===== src/hdl/lfps_pkg.sv =====
// Shared widths, the base speed reset value and configuration register indexes for the line follower steering block.
package lfps_pkg;

    localparam int LFPS_SUM_WIDTH = 16;

    localparam int SENSOR_W    = 8;
    localparam int ERR_W       = 4;
    localparam int GAIN_W      = 16;
    localparam int BASE_W      = 15;
    localparam int PID_W       = 32;
    localparam int SPEED_W     = 16;
    localparam int CFG_IDX_W   = 3;
    localparam int CFG_DATA_W  = 16;

    localparam logic [BASE_W-1:0] BASE_SPEED_RST = BASE_W'(4096);

    typedef enum logic [CFG_IDX_W-1:0] {
        CFG_GAIN_P       = 3'd0,
        CFG_GAIN_I       = 3'd1,
        CFG_GAIN_D       = 3'd2,
        CFG_GAIN_P_SHARP = 3'd3,
        CFG_GAIN_D_SHARP = 3'd4,
        CFG_BASE_SPEED   = 3'd5
    } t_cfg_idx;

endpackage


===== src/hdl/lfps_in_if.sv =====
// Valid/ready channel carrying one sensor sample beat.
interface lfps_in_if import lfps_pkg::*; ();

    logic                valid;
    logic                ready;
    logic [SENSOR_W-1:0] sensor_bits;
    logic                sample_due;

    modport source (output valid, sensor_bits, sample_due, input ready);
    modport sink   (input valid, sensor_bits, sample_due, output ready);

endinterface


===== src/hdl/lfps_out_if.sv =====
// Valid/ready channel carrying one steering result beat.
interface lfps_out_if import lfps_pkg::*; ();

    logic                     valid;
    logic                     ready;
    logic signed [ERR_W-1:0]  position_error;
    logic signed [PID_W-1:0]  pid_value;
    logic [SPEED_W-1:0]       right_speed;
    logic                     right_reverse;
    logic [SPEED_W-1:0]       left_speed;
    logic                     left_reverse;

    modport source (output valid, position_error, pid_value, right_speed, right_reverse,
                    left_speed, left_reverse, input ready);
    modport sink   (input valid, position_error, pid_value, right_speed, right_reverse,
                    left_speed, left_reverse, output ready);

endinterface


===== src/hdl/line_follower_pid_steer_top.sv =====
// Each sample beat passes the input register, the controller state and the result register.
// Throughput: one beat per cycle while o_out.ready allows; the PID update (decoder, three
// multiplies, clamp) is combinational between the input register and the controller state.
// Wheel speeds are formed from the controller state into the result register.
// Reset (synchronous, active low) empties the pipeline, zeroes gains and PID state
// and sets the base speed to 1.0.
module line_follower_pid_steer_top import lfps_pkg::*; #(
    parameter int SUM_WIDTH = LFPS_SUM_WIDTH
) (
    input  logic                  i_clk,
    input  logic                  i_rst_n,
    input  logic                  i_cfg_we,
    input  logic [CFG_IDX_W-1:0]  i_cfg_idx,
    input  logic [CFG_DATA_W-1:0] i_cfg_data,
    lfps_in_if.sink               i_in,
    lfps_out_if.source            o_out
);

    localparam int ACC_W = (GAIN_W + SUM_WIDTH + 2 > PID_W + 2) ?
                           (GAIN_W + SUM_WIDTH + 2) : (PID_W + 2);
    localparam int WHL_W = PID_W + 2;

    // configuration
    logic signed [GAIN_W-1:0] r_gain_p, r_gain_i, r_gain_d, r_gain_p_sharp, r_gain_d_sharp;
    logic [BASE_W-1:0]        r_base;

    // pipeline
    logic                r_v1, r_v2, r_v3;
    logic [SENSOR_W-1:0] r_sens1;
    logic                r_due1;
    logic                adv1, adv2, adv3;

    // controller state, also the payload of the middle stage
    logic signed [ERR_W-1:0]     r_last_err;
    logic signed [SUM_WIDTH-1:0] r_err_sum;
    logic signed [PID_W-1:0]     r_held;

    // result register
    logic signed [ERR_W-1:0] r_out_err;
    logic signed [PID_W-1:0] r_out_pid;
    logic [SPEED_W-1:0]      r_out_rspd, r_out_lspd;
    logic                    r_out_rrev, r_out_lrev;

    // update logic
    logic                          lost;
    logic signed [ERR_W-1:0]       err;
    logic signed [SUM_WIDTH:0]     sum_wide;
    logic signed [SUM_WIDTH-1:0]   sum_sat;
    logic signed [SUM_WIDTH-1:0]   n_err_sum;
    logic signed [GAIN_W-1:0]      gp, gd;
    logic signed [ERR_W:0]         dterm;
    logic signed [GAIN_W+ERR_W-1:0]     prod_p;
    logic signed [GAIN_W+ERR_W:0]       prod_d;
    logic signed [GAIN_W+SUM_WIDTH-1:0] prod_i;
    logic signed [ACC_W-1:0]       acc;
    logic [ACC_W-PID_W:0]          acc_hi;
    logic signed [PID_W-1:0]       n_held;

    // wheel logic
    logic signed [WHL_W-1:0] right_sum, left_sum;
    logic [SPEED_W:0]        right_w, left_w;

    function automatic logic [SPEED_W:0] f_wheel(input logic signed [WHL_W-1:0] v);
        logic [WHL_W-1:0]   mag;
        logic [SPEED_W-1:0] spd;
        mag = v[WHL_W-1] ? WHL_W'(-v) : WHL_W'(v);
        spd = (|mag[WHL_W-1:SPEED_W]) ? '1 : mag[SPEED_W-1:0];
        return {v[WHL_W-1], spd};
    endfunction

    // handshake: each stage advances when its successor has room
    assign adv3       = !r_v3 || o_out.ready;
    assign adv2       = !r_v2 || adv3;
    assign adv1       = !r_v1 || adv2;
    assign i_in.ready = adv1;

    always_ff @(posedge i_clk) begin
        if (!i_rst_n) begin
            r_gain_p       <= '0;
            r_gain_i       <= '0;
            r_gain_d       <= '0;
            r_gain_p_sharp <= '0;
            r_gain_d_sharp <= '0;
            r_base         <= BASE_SPEED_RST;
        end else if (i_cfg_we) begin
            unique case (t_cfg_idx'(i_cfg_idx))
                CFG_GAIN_P:       r_gain_p       <= i_cfg_data;
                CFG_GAIN_I:       r_gain_i       <= i_cfg_data;
                CFG_GAIN_D:       r_gain_d       <= i_cfg_data;
                CFG_GAIN_P_SHARP: r_gain_p_sharp <= i_cfg_data;
                CFG_GAIN_D_SHARP: r_gain_d_sharp <= i_cfg_data;
                CFG_BASE_SPEED:   r_base         <= i_cfg_data[BASE_W-1:0];
                default: ;
            endcase
        end
    end

    // position decoder, priority from centre outward
    always_comb begin
        lost = 1'b0;
        err  = 4'sd0;
        if (r_sens1 == '0 && r_last_err != 4'sd0) begin
            lost = 1'b1;
            err  = r_last_err[ERR_W-1] ? -4'sd5 : 4'sd5;
        end else if (r_sens1[3] && r_sens1[4]) begin
            err = 4'sd0;
        end else if (r_sens1[5] && !r_sens1[6]) begin
            err = 4'sd1;
        end else if (r_sens1[2] && !r_sens1[1]) begin
            err = -4'sd1;
        end else if (r_sens1[5] && r_sens1[6] && !r_sens1[7]) begin
            err = 4'sd2;
        end else if (r_sens1[2] && r_sens1[1]) begin
            err = -4'sd2;
        end else if (r_sens1[6] && r_sens1[7]) begin
            err = 4'sd3;
        end else if (r_sens1[1] && r_sens1[0]) begin
            err = -4'sd3;
        end else if (!r_sens1[6] && r_sens1[7]) begin
            err = 4'sd4;
        end else if (!r_sens1[1] && r_sens1[0]) begin
            err = -4'sd4;
        end
    end

    always_comb begin
        sum_wide = (SUM_WIDTH+1)'(r_err_sum) + (SUM_WIDTH+1)'(err);
        if (sum_wide[SUM_WIDTH] != sum_wide[SUM_WIDTH-1]) begin
            sum_sat = sum_wide[SUM_WIDTH] ? {1'b1, {(SUM_WIDTH-1){1'b0}}}
                                          : {1'b0, {(SUM_WIDTH-1){1'b1}}};
        end else begin
            sum_sat = sum_wide[SUM_WIDTH-1:0];
        end
        // a lost line leaves the integral alone
        n_err_sum = lost ? r_err_sum : sum_sat;
        gp        = lost ? r_gain_p_sharp : r_gain_p;
        gd        = lost ? r_gain_d_sharp : r_gain_d;
        if (lost) begin
            dterm = err[ERR_W-1] ? -5'sd1 : 5'sd1;
        end else begin
            dterm = (ERR_W+1)'(err) - (ERR_W+1)'(r_last_err);
        end
        prod_p = gp * err;
        prod_d = gd * dterm;
        prod_i = r_gain_i * n_err_sum;
        acc    = ACC_W'(prod_p) + ACC_W'(prod_d) + ACC_W'(prod_i);
        acc_hi = acc[ACC_W-1:PID_W-1];
        if ((&acc_hi) || !(|acc_hi)) begin
            n_held = acc[PID_W-1:0];
        end else begin
            n_held = acc[ACC_W-1] ? {1'b1, {(PID_W-1){1'b0}}} : {1'b0, {(PID_W-1){1'b1}}};
        end
    end

    always_comb begin
        right_sum = WHL_W'(signed'({1'b0, r_base})) + WHL_W'(r_held);
        left_sum  = WHL_W'(signed'({1'b0, r_base})) - WHL_W'(r_held);
        right_w   = f_wheel(right_sum);
        left_w    = f_wheel(left_sum);
    end

    always_ff @(posedge i_clk) begin
        if (!i_rst_n) begin
            r_v1       <= 1'b0;
            r_v2       <= 1'b0;
            r_v3       <= 1'b0;
            r_last_err <= '0;
            r_err_sum  <= '0;
            r_held     <= '0;
        end else begin
            if (adv1) begin
                r_v1 <= i_in.valid;
            end
            if (adv2) begin
                r_v2 <= r_v1;
                // update only on a due sample; otherwise hold
                if (r_v1 && r_due1) begin
                    r_last_err <= err;
                    r_err_sum  <= n_err_sum;
                    r_held     <= n_held;
                end
            end
            if (adv3) begin
                r_v3 <= r_v2;
            end
        end
    end

    always_ff @(posedge i_clk) begin
        if (adv1) begin
            r_sens1 <= i_in.sensor_bits;
            r_due1  <= i_in.sample_due;
        end
        if (adv3) begin
            r_out_err  <= r_last_err;
            r_out_pid  <= r_held;
            r_out_rspd <= right_w[SPEED_W-1:0];
            r_out_rrev <= right_w[SPEED_W];
            r_out_lspd <= left_w[SPEED_W-1:0];
            r_out_lrev <= left_w[SPEED_W];
        end
    end

    assign o_out.valid          = r_v3;
    assign o_out.position_error = r_out_err;
    assign o_out.pid_value      = r_out_pid;
    assign o_out.right_speed    = r_out_rspd;
    assign o_out.right_reverse  = r_out_rrev;
    assign o_out.left_speed     = r_out_lspd;
    assign o_out.left_reverse   = r_out_lrev;

endmodule


===== src/flat_wrapper.sv =====
// flat-port wrapper written by rule: the top's interface ports become plain ports
module line_follower_pid_steer_top_flat import lfps_pkg::*;
#(
    parameter int SUM_WIDTH = LFPS_SUM_WIDTH
)
  (i_clk, i_rst_n, i_cfg_we, i_cfg_idx, i_cfg_data, i_in_valid, i_in_sensor_bits, i_in_sample_due, i_in_ready, o_out_valid, o_out_position_error, o_out_pid_value, o_out_right_speed, o_out_right_reverse, o_out_left_speed, o_out_left_reverse, o_out_ready);
  lfps_in_if i_in_i ();
  lfps_out_if o_out_i ();
  input  logic i_clk;
  input  logic i_rst_n;
  input  logic i_cfg_we;
  input  logic [CFG_IDX_W-1:0] i_cfg_idx;
  input  logic [CFG_DATA_W-1:0] i_cfg_data;
  input wire logic [$bits(i_in_i.valid)-1:0] i_in_valid;
  input wire logic [$bits(i_in_i.sensor_bits)-1:0] i_in_sensor_bits;
  input wire logic [$bits(i_in_i.sample_due)-1:0] i_in_sample_due;
  output wire logic [$bits(i_in_i.ready)-1:0] i_in_ready;
  output wire logic [$bits(o_out_i.valid)-1:0] o_out_valid;
  output wire logic [$bits(o_out_i.position_error)-1:0] o_out_position_error;
  output wire logic [$bits(o_out_i.pid_value)-1:0] o_out_pid_value;
  output wire logic [$bits(o_out_i.right_speed)-1:0] o_out_right_speed;
  output wire logic [$bits(o_out_i.right_reverse)-1:0] o_out_right_reverse;
  output wire logic [$bits(o_out_i.left_speed)-1:0] o_out_left_speed;
  output wire logic [$bits(o_out_i.left_reverse)-1:0] o_out_left_reverse;
  input wire logic [$bits(o_out_i.ready)-1:0] o_out_ready;
  assign i_in_i.valid = i_in_valid;
  assign i_in_i.sensor_bits = i_in_sensor_bits;
  assign i_in_i.sample_due = i_in_sample_due;
  assign i_in_ready = i_in_i.ready;
  assign o_out_valid = o_out_i.valid;
  assign o_out_position_error = o_out_i.position_error;
  assign o_out_pid_value = o_out_i.pid_value;
  assign o_out_right_speed = o_out_i.right_speed;
  assign o_out_right_reverse = o_out_i.right_reverse;
  assign o_out_left_speed = o_out_i.left_speed;
  assign o_out_left_reverse = o_out_i.left_reverse;
  assign o_out_i.ready = o_out_ready;
  line_follower_pid_steer_top #(.SUM_WIDTH(SUM_WIDTH)) u_core (.i_clk(i_clk), .i_rst_n(i_rst_n), .i_cfg_we(i_cfg_we), .i_cfg_idx(i_cfg_idx), .i_cfg_data(i_cfg_data), .i_in(i_in_i), .o_out(o_out_i));
endmodule

===== config.mk =====
export PLATFORM = sky130hd
export DESIGN_NAME = line_follower_pid_steer_top_flat
export DESIGN_NICKNAME = d
export VERILOG_FILES = /design/src/hdl/lfps_pkg.sv /design/src/hdl/lfps_in_if.sv /design/src/hdl/lfps_out_if.sv /design/src/hdl/line_follower_pid_steer_top.sv /design/src/flat_wrapper.sv
export SDC_FILE = /design/constraint.sdc
export NUM_CORES = 2
export LEC_CHECK = 0
export BUFFER_PORTS_ARGS = -buffer_cell sky130_fd_sc_hd__buf_2
export CORE_MARGIN = 2
export CORE_UTILIZATION = 50
export DETAILED_ROUTE_END_ITERATION = 6
export PLACE_DENSITY = 0.69
export SLEW_MARGIN = 10
export SYNTH_ARGS = -nofsm -noshare
export SYNTH_HDL_FRONTEND = slang
export SYNTH_SLANG_ARGS = --single-unit

===== constraint.sdc =====
create_clock -name i_clk -period 13 [get_ports i_clk]
set_input_delay 0 -clock i_clk [delete_from_list [all_inputs] [get_ports i_clk]]
set_output_delay 0 -clock i_clk [all_outputs]
set_load 0.05 [all_outputs]

# [Word level (Yosys, flattened, before mapping)]
# Index checks and enable logic that the tools add are counted.
# Widths: inputs -> output; s select.
[word_totals] input_bits=33 regBits=229 out_inout_bits=72
[op_classes] n_eq_ne=6 addsub=8 mux=23 reduce_logical=37 mul=3
[ops] cell="$mux 16" count=5
[ops] cell="$mux 34" count=2
[ops] cell="$neg 34->34" count=2
[ops] cell="$mux 32" count=2
[ops] cell="$mux 4" count=11
[ops] cell="$reduce_or 18->1" count=2
[ops] cell="$add 16x32->33" count=1
[ops] cell="$add 22x32->33" count=1
[ops] cell="$sub 16x32->33" count=1
[ops] cell="$mul 16x16->32" count=1
[ops] cell="$add 20x21->22" count=1
[ops] cell="$mul 16x5->21" count=1
[ops] cell="$mul 16x4->20" count=1
[ops] cell="$add 16x4->17" count=1
[ops] cell="$reduce_and 2->1" count=7
[ops] cell="$logic_and 1x1->1" count=12
[ops] cell="$mux 5" count=2
[ops] cell="$logic_not 8->1" count=1
[ops] cell="$logic_not 1->1" count=7
[ops] cell="$eq 3x2->1 const B" count=2
[ops] cell="$eq 3x3->1 const B" count=2
[ops] cell="$sub 4x4->5" count=1
[ops] cell="$logic_or 1x1->1" count=4
[ops] cell="$reduce_bool 4->1" count=1
[ops] cell="6 further kinds" count=6

# [Longest topological paths before layout]
[logic_depth] ltp_word=22 depth_mapped=56 depth_no_buf=51

# [Worst setup path before layout]
# No wires, ideal clock.
[synth_path] path_kind="reg-to-reg" startpoint="register u_core.r_last_err[0]" endpoint="register u_core.r_held[10]" t_arrival_ps=12609 synth_period_minus_slack_ps=12728 path_stages_with_launch=53 setup_slack_ps=272 cell_sequence="dfxtp_1 -> or4_1 -> and3_1 -> clkbuf_1 -> nand2_1 -> o21a_1 -> clkbuf_1 -> buf_1 -> inv_1 -> ha_1 -> a21o_1 -> a21oi_1 -> o21ai_0 -> a21oi_1 -> o21ai_0 -> a31o_2 -> a211oi_1 -> o21ai_0 -> [... 17 more ...] -> fa_1 -> fa_1 -> inv_1 -> fa_1 -> inv_1 -> ha_1 -> a21o_1 -> a211o_1 -> o31ai_1 -> o2111a_1 -> a211oi_1 -> o41a_1 -> o21ai_0 -> nand2_1 -> o22ai_1 -> clkbuf_1 -> nor2_1 -> o221a_2"
[synth_between] elab_chain_cells=13 word_cells_on_any_way=25 cone_classes="add/sub (4); mul (3); eq/ne (1); mux (11); reduce/logical (6)"
[synth_lines] element="from (decl)" line="line_follower_pid_steer_top.sv:34" rtl="logic signed [ERR_W-1:0] r_last_err;"
[synth_lines] element="from (signal assigned)" line="line_follower_pid_steer_top.sv:178" rtl="r_last_err <= err;"
[synth_lines] element="$reduce_bool 4->1 (*)" line="line_follower_pid_steer_top.sv:102" rtl="if (r_sens1 == '0 && r_last_err != 4'sd0) begin"
[synth_lines] element="$logic_and 1x1->1 (*)" line="line_follower_pid_steer_top.sv:102"
[synth_lines] element="$mux 4 (*)" line="line_follower_pid_steer_top.sv:102"
[synth_lines] element="net u_core.err[1]" line="line_follower_pid_steer_top.sv:46" rtl="logic signed [ERR_W-1:0] err;"
[synth_lines] element="branches (longest 5 deep; another with $add 20x21->22)"
[synth_lines] element="$add 22x32->33 (*)" line="line_follower_pid_steer_top.sv:146" rtl="acc = ACC_W'(prod_p) + ACC_W'(prod_d) + ACC_W'(prod_i);"
[synth_lines] element="$reduce_or 3->1" line="line_follower_pid_steer_top.sv:148" rtl="if ((&acc_hi) || !(|acc_hi)) begin"
[synth_lines] element="$logic_not 1->1" line="line_follower_pid_steer_top.sv:148"
[synth_lines] element="$logic_or 1x1->1" line="line_follower_pid_steer_top.sv:148"
[synth_lines] element="$mux 32 (*)" line="line_follower_pid_steer_top.sv:148"
[synth_lines] element="to (signal assigned)" line="line_follower_pid_steer_top.sv:180" rtl="r_held <= n_held;"
[synth_lines] element="to (decl)" line="line_follower_pid_steer_top.sv:36" rtl="logic signed [PID_W-1:0] r_held;"
# Mark *: on every way through the listed nets, which the timed path passes.
# A chain may end at the register's enable or synchronous reset.

# [Worst setup path in the final report]
# Same ends and word-level chain as after synthesis.

==> flow_summary.json <==
{
  "grt_usage_pct": 26.61,
  "drt_iter0_drc": 1661,
  "synthTopCellsByArea": "fa_1 31%, dfxtp_1 9.7%, edfxtp_1 7.7%, inv_1 7.3%, ha_1 6.5%",
  "yosysSeqAreaShare_pct": 17.41,
  "area_delta_synth_final_pct": 8.575,
  "crit_path_end_kind": "register",
  "fin_nets": 4278,
  "period_share_pct": 95.04,
  "yosysTopAreaCell": "fa_1",
  "whs_ns": 0.1452,
  "power.internal_mw": 3.088,
  "async_flop_share_pct": 0,
  "crit_family": "adder cells",
  "syn_inst": 3538,
  "fin_cells": 4418,
  "die_x_um": 252.5,
  "grt_max_degree": 99,
  "coreArea_mm2": 0.06137,
  "synth_fp_nets": 4207,
  "gp_congestion": 0.9651,
  "hpwl_um": 67860,
  "vias_per_cell": 5.552,
  "arrival_ns": 12.79,
  "hp-class": "input pin to register",
  "post-place-ws_ns": 0.2861,
  "post-route-drc-count": 0,
  "status": "completed",
  "grt_pass1_vias": 24950,
  "path_depth": 47,
  "gr-total-overflow": 0,
  "antenna_found_initial": 1,
  "r2r_start": "u_core.r_last_err[0]$_SDFFE_PN0P_",
  "dieArea_mm2": 0.06376,
  "first_pass_iters": 6,
  "critPathMaxFanout": 23,
  "clock_power_share_pct": 10.9,
  "report.final.hold_viol_count": 0,
  "power.density_mw_per_mm2": 199.5,
  "leakagePower_nw": 15.49,
  "final.min_clock_period_ns": 12.35,
  "io_pins": 105,
  "drtAntennaViolNets": 0,
  "critPathLaunchType": "register",
  "ys_types": 95,
  "port_buffers": 104,
  "cp-startpoint": "u_core.r_last_err[0]$_SDFFE_PN0P_",
  "reg2reg_to": "u_core.r_held[10]$_SDFFE_PN0P_",
  "synth_ff_type": "dfxtp_1",
  "via_count": 24530,
  "reg2regPathDepth": 47,
  "fmax_ghz": 0.08094,
  "setup_violations": 0,
  "report.final.slew_viol_count": 0,
  "synth_edf_count": 79,
  "clk_latency_ns": 0.57,
  "clk_pin_slew_ns": 0.06,
  "drive_gt1_share_pct": 8.326,
  "clock-root-buffer": "clkbuf_16",
  "rows": 91,
  "switching_share_pct": 53.82,
  "cp_slowest_stage_delay_ns": 0.70,
  "chipHeight_um": 252.5,
  "cp-endpoint": "u_core.r_held[10]$_SDFFE_PN0P_",
  "maxCapViolCount": 0,
  "synth_area_mm2": 0.03088,
  "placed_cells": 4334,
  "ys_warn_count": 0,
  "syn_avg_cell_area_um2": 8.727,
  "slowest_stage": "fa_2",
  "synth_top_area_share_pct": 30.86,
  "power.switching_mw": 3.599,
  "cts_buffers": 26,
  "fin_skew_ns": 0.02661,
  "critPathBufInv": 9,
  "routed_wl_um": 82910,
  "timing.setup.tns_ns": 0,
  "grt_pass1_wl_um": 134400,
  "clock-sinks": 229,
  "max-vdd-ir-drop_mv": 0.2229,
  "htree_levels": 1,
  "power.share.combinational_pct": 75.1,
  "r2r_slack_ns": 0.65,
  "power_frac_seq_pct": 14.0,
  "grt_setup_unrepaired": "false",
  "path_class": "register to register",
  "initial_core_util_pct": 50.31,
  "wl_per_cell_um": 18.77,
  "cpMostUsedCell": "inv_1",
  "cts_tree": "yes",
  "tightest_slew_ns": 1.224,
  "fin_util_pct": 54.63,
  "worstPathRequired_ns": 13.43,
  "relSlewSlack_pct": 18.13,
  "clk_path_buf_depth": 3,
  "synth-seq-cells": 229,
  "setup_slack_ns": 0.6453
}
[power groups by stage]
stage	Clock (mW)	Sequential (mW)	Combinational (mW)
after floorplan	0	1.06	3.53
after global placement	0	0.947	4.80
after detailed placement	0	0.948	4.84
after CTS	0.741	0.932	4.87
after global routing	0.768	0.944	5.64
final	0.731	0.933	5.02
[cell families (layout without fill, tap and decap cells)]
kind of cell,count (synthesis),count (layout),synth area share (%)
xor+xnor,122,122,3.461
fa+ha+maj,636,636,37.35
simple gates,1170,1170,17.75
compound gates,586,586,13.35
flops,229,229,17.41
other cells,0,1,0
buf+inv,751,840,9.235
mux,44,44,1.447
[final cells by class]
type | count | area, um^2
Fill cell | 5536 | 27850
Multi-Input combinational cell | 2558 | 22780
Sequential cell | 229 | 5375
Inverter | 604 | 2271
Timing Repair Buffer | 190 | 1277
Tap cell | 790 | 988.4
Clock buffer | 33 | 686.9
Clock inverter | 13 | 141.4
Antenna cell | 1 | 2.502
[what timing repair did]
| action | in CTS | in global routing |
|---|---|---|
| hold endpoints to repair | 111 | 0 |
| setup endpoints to repair | 0 | 32 |
| buffers inserted | 0 | 1 |
| hold buffers | 36 | 0 |
| resized for setup | 0 | 23 |
[layout by cell type, fill, tap and decap left out, drive strengths merged, types with 39 or more instances in the layout]
cell	synthesis	routed
inv	601	601
nand2	528	528
fa	476	476
nor2	198	198
ha	160	160
buf	16	154
dfxtp	150	150
and2	120	120
a21oi	117	117
a21boi	101	101
o21ai	99	99
nand3	82	82
edfxtp	79	79
xnor2	72	72
xor2	50	50
nor3	46	46
or2	40	40
mux2i	39	39
[through the flow]
stage               total power [mW]  area [um^2]
finish                         6.687        33520
detailed placement             5.792        32200
global placement               5.748        32200
CTS                            6.542        33390
floorplan                      4.583        30880
global route                   7.351        33520
[synthesized netlist by cell type, types with 14 or more instances]
cell type,number
nand2_1,528
or3_1,17
or2_2,38
nor3_1,46
o21ai_0,98
nor4_1,14
a31oi_1,29
nor2_1,198
nor2b_1,23
o221a_2,23
nand3_1,82
o22ai_1,14
o21a_1,17
xnor2_1,72
fa_1,476
o31ai_1,15
mux2i_1,39
edfxtp_1,79
a21boi_0,100
ha_1,160
nand2b_1,27
a21oi_1,116
clkbuf_1,131
a22o_1,14
xor2_1,50
and2_1,120
inv_1,601
a211oi_1,21
a21o_1,28
dfxtp_1,150
and3_1,18
[worst min path at each step]
stage	startpoint	endpoint	slack [ns]	depth (start not counted)
2_1_floorplan	i_in_sample_due	u_core.r_due1$_DFFE_PP_	0.1	0
3_3_place_gp	i_in_sensor_bits[3]	u_core.r_sens1[3]$_DFFE_PP_	0.18	1
3_5_place_dp	i_in_sensor_bits[2]	u_core.r_sens1[2]$_DFFE_PP_	0.18	1
4_1_cts	i_in_sensor_bits[4]	u_core.r_sens1[4]$_DFFE_PP_	0.12	2
5_1_grt	i_in_sensor_bits[5]	u_core.r_sens1[5]$_DFFE_PP_	0.15	2
6_report	i_in_sensor_bits[4]	u_core.r_sens1[4]$_DFFE_PP_	0.15	2
[state kept, by name, indices dropped and copies added, names as in the netlist, 8 cells and up]
register / flops
u_core.o_out.right_speed: 16
u_core.o_out.left_speed: 16
u_core.r_gain_d_sharp: 16
u_core.o_out.pid_value: 32
u_core.r_gain_p_sharp: 16
u_core.r_gain_p: 16
u_core.r_base: 15
u_core.r_held: 32
u_core.r_err_sum: 16
u_core.r_gain_d: 16
u_core.r_sens1: 8
u_core.r_gain_i: 16
[layer usage]
| metal | wire length (um) | global-route usage (%) | up-vias |
|---|---|---|---|
| li1 | - | - | 11540 |
| met1 | 35010 | 35.49 | 12020 |
| met2 | 39660 | 45.46 | 812 |
| met3 | 5401 | 2.987 | 153 |
| met4 | 2839 | 8.318 | 0 |
| met5 | 0 | 0 | - |
(Power assumes the default switching activity.)
